## config.mk

```make
export PLATFORM = sky130hd
export DESIGN_NAME = q16_fir_filter_int16_top
export DESIGN_NICKNAME = d
export VERILOG_FILES = /design/src/hdl/q16fir_pkg.sv /design/src/hdl/q16fir_datapath.sv /design/src/hdl/q16fir_filter_int16_top.sv
export SDC_FILE = /design/constraint.sdc
export NUM_CORES = 2
export LEC_CHECK = 0
export ABC_AREA = 0
export BUFFER_PORTS_ARGS = -buffer_cell sky130_fd_sc_hd__buf_2
export CAP_MARGIN = 10
export CORE_ASPECT_RATIO = 1.75
export CORE_MARGIN = 8
export CORE_UTILIZATION = 49
export CTS_CLUSTER_DIAMETER = 100
export CTS_CLUSTER_SIZE = 24
export DETAILED_ROUTE_END_ITERATION = 10
export GPL_TIMING_DRIVEN = 1
export PLACE_DENSITY = 0.75
export RECOVER_POWER = 50
export SYNTH_ARGS = -nofsm -noshare
export SYNTH_HDL_FRONTEND = slang
export SYNTH_SLANG_ARGS = --single-unit
export TNS_END_PERCENT = 100
```

## constraint.sdc

```tcl
create_clock -name clock -period 6.1 [get_ports clock]
set_clock_uncertainty 0.1 [all_clocks]
set_input_delay 0.61 -clock clock [delete_from_list [all_inputs] [get_ports clock]]
set_output_delay 0.61 -clock clock [all_outputs]
set_load 0.03 [all_outputs]
```

## src/hdl/q16fir_pkg.sv

```systemverilog
// Package for the Q16 FIR filter: word layouts, operation codes, controller states
// and the control bundle passed to the datapath. No dependencies.
`timescale 1ns / 1ps

package q16fir_pkg;

   localparam int SAMPLE_W      = 16;
   localparam int COEF_W        = 32;
   localparam int ACC_W         = 32;
   localparam int FRAC_BITS     = 16;
   localparam int ROUND_BIT     = FRAC_BITS - 1;
   localparam int COEF_INDEX_W  = 5;
   localparam int TAP_COUNT_W   = 6;

   localparam logic [TAP_COUNT_W-1:0]     TAP_COUNT_RESET = 6'd32;
   localparam logic signed [SAMPLE_W-1:0] SAMPLE_MAX      = 16'sh7FFF;

   typedef enum logic [1:0] {
      OP_SAMPLE = 2'd0,
      OP_LOAD   = 2'd1,
      OP_FLUSH  = 2'd2
   } q16fir_op_type;

   typedef enum logic [2:0] {
      ST_CLEAR,
      ST_IDLE,
      ST_WRAP,
      ST_MAC,
      ST_DRAIN
   } q16fir_state_type;

   typedef struct packed {
      logic [1:0]                  op;
      logic signed [SAMPLE_W-1:0]  sample;
      logic [COEF_INDEX_W-1:0]     coef_index;
      logic signed [COEF_W-1:0]    coef_value;
   } q16fir_req_type;

   typedef struct packed {
      logic signed [SAMPLE_W-1:0]  filtered;
      logic                        saturated;
   } q16fir_rsp_type;

   typedef struct packed {
      logic ring_we;
      logic coef_we;
      logic mac_en;
      logic acc_clear;
   } q16fir_ctrl_type;

endpackage

```

## src/hdl/q16fir_datapath.sv

```systemverilog
// Sample ring and coefficient memories with the multiply-accumulate pipeline.
// Depends on q16fir_pkg.
`timescale 1ns / 1ps

module q16fir_datapath
   import q16fir_pkg::*;
#(
   parameter int MAX_TAPS = 32,
   parameter int AddrW    = (MAX_TAPS > 1) ? $clog2(MAX_TAPS) : 1
) (
   input  logic                       clock,
   input  logic                       reset,
   input  q16fir_ctrl_type            ctrl,
   input  logic [AddrW-1:0]           ring_waddr,
   input  logic signed [SAMPLE_W-1:0] ring_wdata,
   input  logic [AddrW-1:0]           ring_raddr,
   input  logic [AddrW-1:0]           coef_waddr,
   input  logic signed [COEF_W-1:0]   coef_wdata,
   input  logic [AddrW-1:0]           coef_raddr,
   output logic [ACC_W-1:0]           acc,
   output logic                       busy
);

   logic signed [SAMPLE_W-1:0] ring_mem [MAX_TAPS];
   logic signed [COEF_W-1:0]   coef_mem [MAX_TAPS];

   logic signed [SAMPLE_W-1:0] ring_rd_ff;
   logic signed [COEF_W-1:0]   coef_rd_ff;
   logic                       rd_vld_ff;
   logic [ACC_W-1:0]           prod_ff;
   logic                       prod_vld_ff;
   logic [ACC_W-1:0]           acc_ff;
   logic signed [SAMPLE_W+COEF_W-1:0] prod_full;

   // Both memories: one write port, one registered read port.
   always_ff @(posedge clock) begin
      if (ctrl.ring_we) begin
         ring_mem[ring_waddr] <= ring_wdata;
      end
      ring_rd_ff <= ring_mem[ring_raddr];
   end

   always_ff @(posedge clock) begin
      if (ctrl.coef_we) begin
         coef_mem[coef_waddr] <= coef_wdata;
      end
      coef_rd_ff <= coef_mem[coef_raddr];
   end

   // Only the low 32 bits of the product matter, as the sum wraps.
   assign prod_full = ring_rd_ff * coef_rd_ff;

   always_ff @(posedge clock) begin
      prod_ff <= prod_full[ACC_W-1:0];
      if (ctrl.acc_clear) begin
         acc_ff <= '0;
      end else if (prod_vld_ff) begin
         acc_ff <= acc_ff + prod_ff;
      end
   end

   always_ff @(posedge clock) begin
      if (reset) begin
         rd_vld_ff   <= 1'b0;
         prod_vld_ff <= 1'b0;
      end else begin
         rd_vld_ff   <= ctrl.mac_en;
         prod_vld_ff <= rd_vld_ff;
      end
   end

   assign acc  = acc_ff;
   assign busy = rd_vld_ff | prod_vld_ff;

endmodule

```

## src/hdl/q16fir_filter_int16_top.sv

```systemverilog
// Top level of the Q16 FIR filter: controller state machine, configuration register
// and result register. Depends on q16fir_pkg and q16fir_datapath.
`timescale 1ns / 1ps

// The filter takes one word at a time on the req channel. A sample word (op 0) moves the
// ring position on by one, modulo the tap count, stores the sample there and then runs
// a single multiply-accumulate unit over the taps, newest sample first, reading one
// entry of the sample memory and one of the coefficient memory per cycle. A sample word
// therefore passes through acceptance, then the wrap of the position, which subtracts
// the tap count from the advanced position one subtraction at a time (once each time the
// position comes back round to zero, and more often when the tap count was lowered
// without a flush), then one multiply-accumulate per tap, and last the drain of the
// memory read, product and accumulator registers. The result word is then held in an
// output register, so the next word is taken while the result still waits. A load word
// (op 1) writes one coefficient in the cycle it is accepted and returns nothing; an
// index of MAX_TAPS or above is ignored. A flush word (op 2) zeroes the position and
// sweeps the whole sample memory, one entry a cycle, accepting no word meanwhile; the
// same sweep runs after reset. Op 3 is accepted and ignored. A coefficient must be loaded
// before any sample uses it. The tap_count register is written through the csr channel,
// which is always ready, and should only be written while the filter is idle, followed
// by a flush. A tap count of zero acts as one and values above MAX_TAPS act as MAX_TAPS.
// The sum wraps at 32 bits; the result is the sum shifted right by 16 and rounded half
// up, and saturated is set when that rounding would pass the largest int16 value.

module q16_fir_filter_int16_top
   import q16fir_pkg::*;
#(
   parameter int MAX_TAPS = 32
) (
   input  logic                   clock,
   input  logic                   reset,
   input  logic                   req_valid,
   output logic                   req_ready,
   input  q16fir_req_type         req_word,
   output logic                   rsp_valid,
   input  logic                   rsp_ready,
   output q16fir_rsp_type         rsp_word,
   input  logic                   csr_valid,
   output logic                   csr_ready,
   input  logic [TAP_COUNT_W-1:0] csr_word
);

   localparam int AddrW    = (MAX_TAPS > 1) ? $clog2(MAX_TAPS) : 1;
   localparam int ModW     = AddrW + 1;
   localparam int LenW     = $clog2(MAX_TAPS + 1);
   localparam int CntExtW  = LenW + TAP_COUNT_W;
   localparam int IdxExtW  = AddrW + COEF_INDEX_W;

   q16fir_state_type state_ff, state_in;

   logic [TAP_COUNT_W-1:0] tap_count_ff;
   logic [AddrW-1:0]       wp_ff, wp_in;
   logic [ModW-1:0]        mod_ff, mod_in;
   logic [AddrW-1:0]       pos_ff, pos_in;
   logic [AddrW-1:0]       tap_ff, tap_in;
   logic [AddrW-1:0]       clr_ff, clr_in;
   logic                   rsp_valid_ff, rsp_valid_in;
   logic signed [SAMPLE_W-1:0] sample_ff;
   q16fir_rsp_type         rsp_word_ff;
   q16fir_rsp_type         rsp_next;
   logic                   rsp_load;

   logic [LenW-1:0]        len;
   logic [ModW-1:0]        len_ext;
   logic [AddrW-1:0]       last_tap;
   logic [CntExtW-1:0]     cnt_ext;
   logic [IdxExtW-1:0]     idx_ext;
   logic                   req_fire;

   q16fir_ctrl_type             ctrl;
   logic [AddrW-1:0]            ring_waddr;
   logic signed [SAMPLE_W-1:0]  ring_wdata;
   logic [ACC_W-1:0]            acc;
   logic                        dp_busy;

   logic [SAMPLE_W-1:0]         acc_upper;
   logic                        acc_round;

   // Number of taps in use, clamped into 1..MAX_TAPS.
   always_comb begin
      cnt_ext = CntExtW'(tap_count_ff);
      if (tap_count_ff == '0) begin
         len = LenW'(1);
      end else if (cnt_ext > CntExtW'(MAX_TAPS)) begin
         len = LenW'(MAX_TAPS);
      end else begin
         len = cnt_ext[LenW-1:0];
      end
   end

   assign len_ext  = ModW'(len);
   assign last_tap = AddrW'(len - LenW'(1));
   assign idx_ext  = IdxExtW'(req_word.coef_index);

   assign req_ready = (state_ff == ST_IDLE);
   assign req_fire  = req_valid & req_ready;
   assign csr_ready = 1'b1;

   // Round half up on the Q16 sum; only a rounded value of 32768 needs clipping.
   assign acc_upper = acc[ACC_W-1:FRAC_BITS];
   assign acc_round = acc[ROUND_BIT];

   always_comb begin
      if ((acc_upper == SAMPLE_MAX) && acc_round) begin
         rsp_next.filtered  = SAMPLE_MAX;
         rsp_next.saturated = 1'b1;
      end else begin
         rsp_next.filtered  = acc_upper + SAMPLE_W'(acc_round);
         rsp_next.saturated = 1'b0;
      end
   end

   // Controller: next state, counters and datapath controls.
   always_comb begin
      state_in       = state_ff;
      wp_in          = wp_ff;
      mod_in         = mod_ff;
      pos_in         = pos_ff;
      tap_in         = tap_ff;
      clr_in         = clr_ff;
      rsp_load       = 1'b0;
      ctrl.ring_we   = 1'b0;
      ctrl.coef_we   = 1'b0;
      ctrl.mac_en    = 1'b0;
      ctrl.acc_clear = 1'b0;
      ring_waddr     = mod_ff[AddrW-1:0];
      ring_wdata     = sample_ff;

      unique case (state_ff)
         ST_CLEAR: begin
            ctrl.ring_we = 1'b1;
            ring_waddr   = clr_ff;
            ring_wdata   = '0;
            clr_in       = clr_ff + AddrW'(1);
            if (clr_ff == AddrW'(MAX_TAPS - 1)) begin
               clr_in   = '0;
               state_in = ST_IDLE;
            end
         end
         ST_IDLE: begin
            if (req_fire) begin
               case (req_word.op)
                  OP_SAMPLE: begin
                     mod_in   = ModW'(wp_ff) + ModW'(1);
                     state_in = ST_WRAP;
                  end
                  OP_LOAD: begin
                     ctrl.coef_we = (idx_ext < IdxExtW'(MAX_TAPS));
                  end
                  OP_FLUSH: begin
                     wp_in    = '0;
                     clr_in   = '0;
                     state_in = ST_CLEAR;
                  end
                  default: begin
                  end
               endcase
            end
         end
         ST_WRAP: begin
            // Reduce the advanced position modulo the tap count, one subtraction a cycle.
            if (mod_ff >= len_ext) begin
               mod_in = mod_ff - len_ext;
            end else begin
               ctrl.ring_we   = 1'b1;
               ctrl.acc_clear = 1'b1;
               wp_in          = mod_ff[AddrW-1:0];
               pos_in         = mod_ff[AddrW-1:0];
               tap_in         = '0;
               state_in       = ST_MAC;
            end
         end
         ST_MAC: begin
            ctrl.mac_en = 1'b1;
            pos_in      = (pos_ff == '0) ? last_tap : (pos_ff - AddrW'(1));
            tap_in      = tap_ff + AddrW'(1);
            if (tap_ff == last_tap) begin
               state_in = ST_DRAIN;
            end
         end
         ST_DRAIN: begin
            if (!dp_busy && (!rsp_valid_ff || rsp_ready)) begin
               rsp_load = 1'b1;
               state_in = ST_IDLE;
            end
         end
         default: begin
            state_in = ST_CLEAR;
         end
      endcase
   end

   always_comb begin
      rsp_valid_in = rsp_valid_ff;
      if (rsp_load) begin
         rsp_valid_in = 1'b1;
      end else if (rsp_ready) begin
         rsp_valid_in = 1'b0;
      end
   end

   always_ff @(posedge clock) begin
      if (reset) begin
         state_ff     <= ST_CLEAR;
         wp_ff        <= '0;
         clr_ff       <= '0;
         rsp_valid_ff <= 1'b0;
         tap_count_ff <= TAP_COUNT_RESET;
      end else begin
         state_ff     <= state_in;
         wp_ff        <= wp_in;
         clr_ff       <= clr_in;
         rsp_valid_ff <= rsp_valid_in;
         if (csr_valid && csr_ready) begin
            tap_count_ff <= csr_word;
         end
      end
   end

   always_ff @(posedge clock) begin
      mod_ff <= mod_in;
      pos_ff <= pos_in;
      tap_ff <= tap_in;
      if (req_fire) begin
         sample_ff <= req_word.sample;
      end
      if (rsp_load) begin
         rsp_word_ff <= rsp_next;
      end
   end

   assign rsp_valid = rsp_valid_ff;
   assign rsp_word  = rsp_word_ff;

   q16fir_datapath #(
      .MAX_TAPS (MAX_TAPS),
      .AddrW    (AddrW)
   ) u_datapath (
      .clock      (clock),
      .reset      (reset),
      .ctrl       (ctrl),
      .ring_waddr (ring_waddr),
      .ring_wdata (ring_wdata),
      .ring_raddr (pos_ff),
      .coef_waddr (idx_ext[AddrW-1:0]),
      .coef_wdata (req_word.coef_value),
      .coef_raddr (tap_ff),
      .acc        (acc),
      .busy       (dp_busy)
   );

   // The read position and tap number stay inside the taps in use while accumulating.
   a_mac_tap_range : assert property (@(posedge clock) disable iff (reset)
      (state_ff == ST_MAC) |-> ((LenW + 1)'(tap_ff) < (LenW + 1)'(len)))
      else $error("tap number outside the taps in use");

   a_mac_pos_range : assert property (@(posedge clock) disable iff (reset)
      (state_ff == ST_MAC) |-> ((LenW + 1)'(pos_ff) < (LenW + 1)'(len)))
      else $error("ring read position outside the taps in use");

   // A new word is only taken once the accumulation pipeline has emptied.
   a_idle_pipe_empty : assert property (@(posedge clock) disable iff (reset)
      req_ready |-> !dp_busy)
      else $error("word accepted while the accumulator pipeline is busy");

   // A result only appears at the end of a drained accumulation.
   a_rsp_from_drain : assert property (@(posedge clock) disable iff (reset)
      $rose(rsp_valid_ff) |-> ($past(state_ff) == ST_DRAIN))
      else $error("result raised outside the drain step");

endmodule

```

# Yosys cells after proc, flatten, opt, wreduce, memory -nomap -nowiden
# Memories as Yosys holds them, arrays and structs flattened. A register that Yosys moved wholly into a read port is not among the register bits.
# Cells that the tools add are included.
[totals]
reg_bits = 135
mem_bits_rw = 1536
input_bits = 66
out_inout_bits = 20
wordCells = 108
mem_count = 2
[op_classes]
addsub = 8
mul = 1
order_cmp = 3
eq_ne = 18
n_mux = 41
bitwise_logic = 2
reduce_logical = 18
[memory_table]
columns = ["name", "words", "width", "read_ports", "rd_ports_with_merged_regs", "write_ports", "line_no", "rtl"]
rows = [
  ["u_datapath.coef_mem", 32, 32, 1, 1, 1, "q16fir_datapath.sv:25", "logic signed [COEF_W-1:0] coef_mem [MAX_TAPS];"],
  ["u_datapath.ring_mem", 32, 16, 1, 1, 1, "q16fir_datapath.sv:24", "logic signed [SAMPLE_W-1:0] ring_mem [MAX_TAPS];"],
]
[ops]
columns = ["operator", "count"]
rows = [
  ["case mux 5 bit (2 select lines)", 4],
  ["2-to-1 mux 5 bit", 7],
  ["adder 32 bit", 1],
  ["multiplier 16 x 32 -> 32 bit", 1],
  ["2-to-1 mux 6 bit", 5],
  ["adder 16 x 1 -> 16 bit", 1],
  ["equality test 16 x 15 -> 1 bit (second input constant)", 1],
  ["2-to-1 mux 16 bit", 1],
  ["2-to-1 mux 1 bit", 15],
  ["2-to-1 mux 3 bit", 5],
  ["case mux 3 bit (5 select lines)", 1],
  ["case mux 6 bit (2 select lines)", 1],
  ["adder 5 x 1 -> 5 bit (second input constant)", 2],
  ["inequality test 2 bit (second input constant)", 5],
  ["subtractor 5 x 1 -> 5 bit (second input constant)", 2],
  ["AND reduction 4 bit", 2],
  ["nonzero test 2 bit", 4],
  ["adder 5 x 1 -> 6 bit (second input constant)", 1],
  ["equality test 3 x 2 -> 1 bit (second input constant)", 2],
  ["greater-or-equal comparator 6 bit", 1],
  ["greater-than comparator 6 bit (second input constant)", 1],
  ["logical NOT 6 bit", 1],
  ["less-than comparator 5 x 6 -> 1 bit (second input constant)", 1],
  ["inequality test 2 x 1 -> 1 bit (second input constant)", 3],
  ["21 further kinds", 23],
]

# Logic depth before layout (Yosys ltp)
[depth]
depth_word = 8
ltp_mapped = 24
ltp_nobuf = 23

# By module
# From an unflattened synthesis, not the netlist that was laid out.
[hier_totals]
cells_unflattened = 4489
hier_area_um2 = 78624.2
[modules_own_cells]
columns = ["module", "n_inst", "cells_per_inst", "area_per_inst_um2", "seq_area_each_um2"]
rows = [
  ["q16fir_datapath", 1, 4125, 74883.1, 48406.4],
  ["q16_fir_filter_int16_top", 1, 364, 3741.1, 1871.8],
]

# Least setup slack after synthesis
# OpenSTA, ideal clock, no wires.
[synth_path]
kind = "register to register"
start = "register u_datapath.ring_rd_ff[3], read port of u_datapath.ring_mem"
end = "register u_datapath.prod_ff[28]"
setup_ns = 0.072
arrival_time_ns = 5.902
required_ns = 5.928
path_slack_ns = 0.026
stages_incl_launch_ff = 23
n_path_buf = 2
period_less_slack_ns = 6.074
cell_sequence = "dfxtp_1 clkbuf_1 clkbuf_1 nand2_1 fa_1 fa_1 fa_1 fa_1 inv_1 fa_1 inv_1 fa_1 inv_1 ha_1 and4_1 and2_1 a311oi_2 o21ai_1 o2111a_1 o21ai_1 nor3_1 a211oi_2 xnor2_1"
[synth_between]
elab_chain_len = 1
[synth_lines]
columns = ["item", "line_no", "rtl"]
rows = [
  ["from (decl)", "q16fir_datapath.sv:27", "logic signed [SAMPLE_W-1:0] ring_rd_ff;"],
  ["multiplier 16 x 32 -> 32 bit", "q16fir_datapath.sv:51", "assign prod_full = ring_rd_ff * coef_rd_ff;"],
  ["via u_datapath.prod_full[28]", "q16fir_datapath.sv:33", "logic signed [SAMPLE_W+COEF_W-1:0] prod_full;"],
  ["to (signal assigned)", "q16fir_datapath.sv:54", "prod_ff <= prod_full[ACC_W-1:0];"],
  ["to (decl)", "q16fir_datapath.sv:30", "logic [ACC_W-1:0] prod_ff;"],
]
# The timed path passes the listed nets, and every way through them passes these cells.
# A chain may end at the register's enable or synchronous reset.

# Worst setup path after layout
[layout_path]
start = "register u_datapath.ring_rd_ff[12], read port of u_datapath.ring_mem"
end = "register u_datapath.prod_ff[28]"
# The elaborated chain is that of the path after synthesis.

==> run_results.csv <==
group,metric,value,unit
run_status,status,"finished, violations left",
run_status,violations,"max-capacitance violations, max-slew violations",
worst_setup_path,critPathCaptureType,"flop",
routing,via_per_inst,5.954,
worst_setup_path,rrSetupSlack,140,ps
floorplan,coreArea,159500,um^2
cells_and_area,stdcell_area,84870,um^2
power,p_switching,4.085,mW
clocking,htree_num_levels,3,
cells_and_area,seqCellArea,50310,um^2
logic_synthesis,synth_cells,4728,
global_routing,grt_pass1_wl,272.5,mm
place,placed_cells_incl_taps,6818,
cells_and_area,area_growth,8.016,%
worst_setup_path,critical_path_required,6580,ps
power,peakVddDrop,0.2682,mV
cells_and_area,nFillCells,12300,
floorplan,dieArea,173900,um^2
global_routing,gr-usage-all-layers,20.85,%
clocking,clk_pin_slew,100,ps
clocking,cts_tree,"built",
logic_synthesis,synth_edf_count,1585,
place,hpwl,118.7,mm
logic_synthesis,synth_flop_cell,"edfxtp_1",
power,power_frac_seq,65.2,%
routing,wl,185.2,mm
routing,dr.pass1.iters,5,
global_routing,grt_pass1_vias,43750,
sta,relSlewSlack,-144.8,%
sta,worstMarginPinSlew,3672,ps
sta,hold_viol,0,
power,swShare,20.60,%
cells_and_area,post-route-util,53.22,%
worst_setup_path,start_kind,"flop",
power,intPower,15.74,mW
place,place_area,82380,um^2
sta,finalSetupViolations,0,
logic_synthesis,synthArstFlopShare,0,%
cells_and_area,finalNetCount,5373,
power,power_leakage,29.64,nW
routing,routedWlPerCell,26.59,um
min_path,hold_class,"input port to flop",
routing,postRouteAntennaNets,0,
place,gp_congestion,0.8792,
sta,drv_slew,622,
cells_and_area,final_common_cell,"edfxtp_1",
clocking,clock_latency,720,ps
worst_setup_path,critPathSlowestCell,"dfxtp_1",
sta,fin_crit,5957,ps
worst_setup_path,cp.arrival,6430,ps
logic_synthesis,ys_types,78,
worst_setup_path,crit_family,"adder cells",
logic_synthesis,seq_area_frac_synth,63.99,%
floorplan,die_x,318.7,um
floorplan,dieHeight,545.7,um
cells_and_area,final_cell_mix,"edfxtp_1, inv_1, mux4_2",
cells_and_area,finalNonFillerCells,6964,
routing,vias,41470,
job,cap_violations,14,
floorplan,pin_count,86,
worst_setup_path,cpPeakStageDelay,600,ps
worst_setup_path,cp_num_buf_inv,4,
worst_setup_path,critPathKind,"flop to flop",
floorplan,initial_core_util,49.27,%
place,io_buffers,84,
global_routing,antenna_found_initial,17,
logic_synthesis,postSynthNetCount,5237,
clocking,clock-sinks,1719,
logic_synthesis,syn_area_per_cell,16.62,um^2
sta,finalSetupTns,0,ps
power,pwr_density_cell,233.6,nW/um^2
cells_and_area,multi_input_area,26220,um^2
global_routing,grt_max_degree,143,
worst_setup_path,path_cells,"buf_4 > nand2_1 > fa_1 > inv_1 > fa_1 > ha_1 > fa_1 > fa_1 > inv_1 > fa_1 > inv_1 > ha_1 > and4_1 > and2_4 > a311oi_4 > o21ai_2 > o2111a_1 > o21ai_2 > nor3_1 > a211oi_2 > xnor2_1",
logic_synthesis,yosys_warnings,0,
routing,drtIter0Drc,3724,
global_routing,grt_overflow,0,
cells_and_area,drive_gt1_share,15.78,%
worst_setup_path,crit_path_frequent_cell,"fa_1",
clocking,numCtsBuffers,82,
worst_setup_path,cp_max_fo,9,
routing,drc,0,
clocking,cts_root_buf,"clkbuf_16",
logic_synthesis,synth.cell_area,78570,um^2
logic_synthesis,ys_ff_latch,1719,
floorplan,num_rows,194,
clocking,cts.path.max_buffers,3,
sta,fin_crit_sh,97.65,%
sta,fmax,167.9,MHz
power,clock_power_share,30.6,%
power,combPwrFrac,4.1,%
worst paths after layout:
path,depth (start not counted),to,startpoint
worst max register to register,21,u_datapath.prod_ff[28],u_datapath.ring_rd_ff[12]
worst min-delay path,3,tap_count_ff[4],csr_word[4]
worst min register to register,1,u_datapath.prod_vld_ff,u_datapath.rd_vld_ff
worst max-delay path,21,u_datapath.prod_ff[28],u_datapath.ring_rd_ff[12]
routing by layer:
| layer | wire length [um] | vias up | global-route usage [%] | part of all wire, % |
|---|---|---|---|---|
| li1 | - | 17720 | - | - |
| met1 | 63400 | 21670 | 23.33 | 34 |
| met2 | 100300 | 1587 | 38.67 | 54 |
| met3 | 11200 | 480 | 3.061 | 6.1 |
| met4 | 10160 | 14 | 9.986 | 5.5 |
| met5 | 107 | - | 0 | 0.058 |
worst min-delay path: stages:
cell,delay (ps)
buf_2,130
mux2i_1,80
nor2_1,70
area by class of cell:
type / count / area share (%)
sequential: 1719 / 59.28
timing repair buffer: 271 / 2.236
antenna: 8 / 0.02359
tap: 2058 / 3.034
inverter: 410 / 1.813
clock buffer: 112 / 2.576
multi-input combinational: 2380 / 30.90
clock inverter: 6 / 0.1342
sequential cells by signal (all words and copies together), names as in the netlist, 6 cells and up:
| name | count |
|---|---|
| u_datapath.ring_rd_ff | 16 |
| u_datapath.coef_mem | 1024 |
| sample_ff | 16 |
| rsp_word | 17 |
| mod_ff | 6 |
| tap_count_ff | 6 |
| u_datapath.ring_mem | 512 |
| u_datapath.prod_ff | 32 |
| u_datapath.acc | 32 |
| u_datapath.coef_rd_ff | 32 |
kinds of logic (layout without fill, tap and decap cells):
group	after synthesis	in the layout	synth area share [%]
AO/OA/AOI/OAI	378	378	3.100
AND/OR/NAND/NOR	876	876	5.177
flip-flops	1719	1719	63.99
adder cells (fa/ha/maj)	443	443	9.978
multiplexers	571	571	13.44
XOR/XNOR	111	111	1.237
other	1	9	0.004773
buffers and inverters	629	799	3.069
synth_stat cells (15+ instances only):
cell / count / area, um^2
fa_1: 306 / 6126
nand2b_1: 21 / 131.4
inv_1: 409 / 1535
buf_2: 37 / 185.2
nand3_1: 33 / 165.2
o22ai_1: 34 / 212.7
ha_1: 137 / 1714
dfxtp_1: 134 / 2683
nand2_1: 311 / 1167
nor2_1: 246 / 923.4
o31ai_1: 18 / 135.1
mux2_2: 34 / 382.9
mux2i_1: 153 / 1531
o21ai_0: 84 / 420.4
a211oi_1: 15 / 112.6
buf_1: 26 / 97.59
o221ai_1: 32 / 280.3
xnor2_1: 73 / 639.4
mux4_2: 384 / 8648
clkbuf_1: 155 / 581.8
nor2b_1: 31 / 193.9
and2_1: 171 / 1070
edfxtp_1: 1585 / 47600
a21o_1: 20 / 150.1
xor2_1: 38 / 332.8
a21oi_1: 99 / 495.5
stage by stage:
step | worst slack [ps] | hold WS (ps) | power [mW]
3_3_place_gp | -50.80 | 350.1 | 13.97
3_5_place_dp | -80.31 | 362.0 | 14.00
2_1_floorplan | 26.25 | 331.5 | 13.70
4_1_cts | 4.085 | 11.09 | 19.94
6_report | 143.1 | 121.4 | 19.83
5_1_grt | -42.96 | 101.4 | 20.38
power groups by stage:
stage / Combinational (mW) / Sequential [mW] / Clock, mW
floorplan: 0.508 / 13.2 / 0
global placement: 0.771 / 13.2 / 0
detailed placement: 0.799 / 13.2 / 0
CTS: 0.810 / 12.9 / 6.20
global route: 0.907 / 12.9 / 6.53
finish: 0.815 / 12.9 / 6.08
timing repair:
action                                  CTS  global route
endpoints found under the hold margin    10             0
resized for setup                         9            45
gates cloned                              0             2
pin swaps                                 1            13
hold buffers                             10             0
setup buffers                             0             3
endpoints found under the setup margin    6            10
No activity file was read; power rests on OpenSTA's default activity.
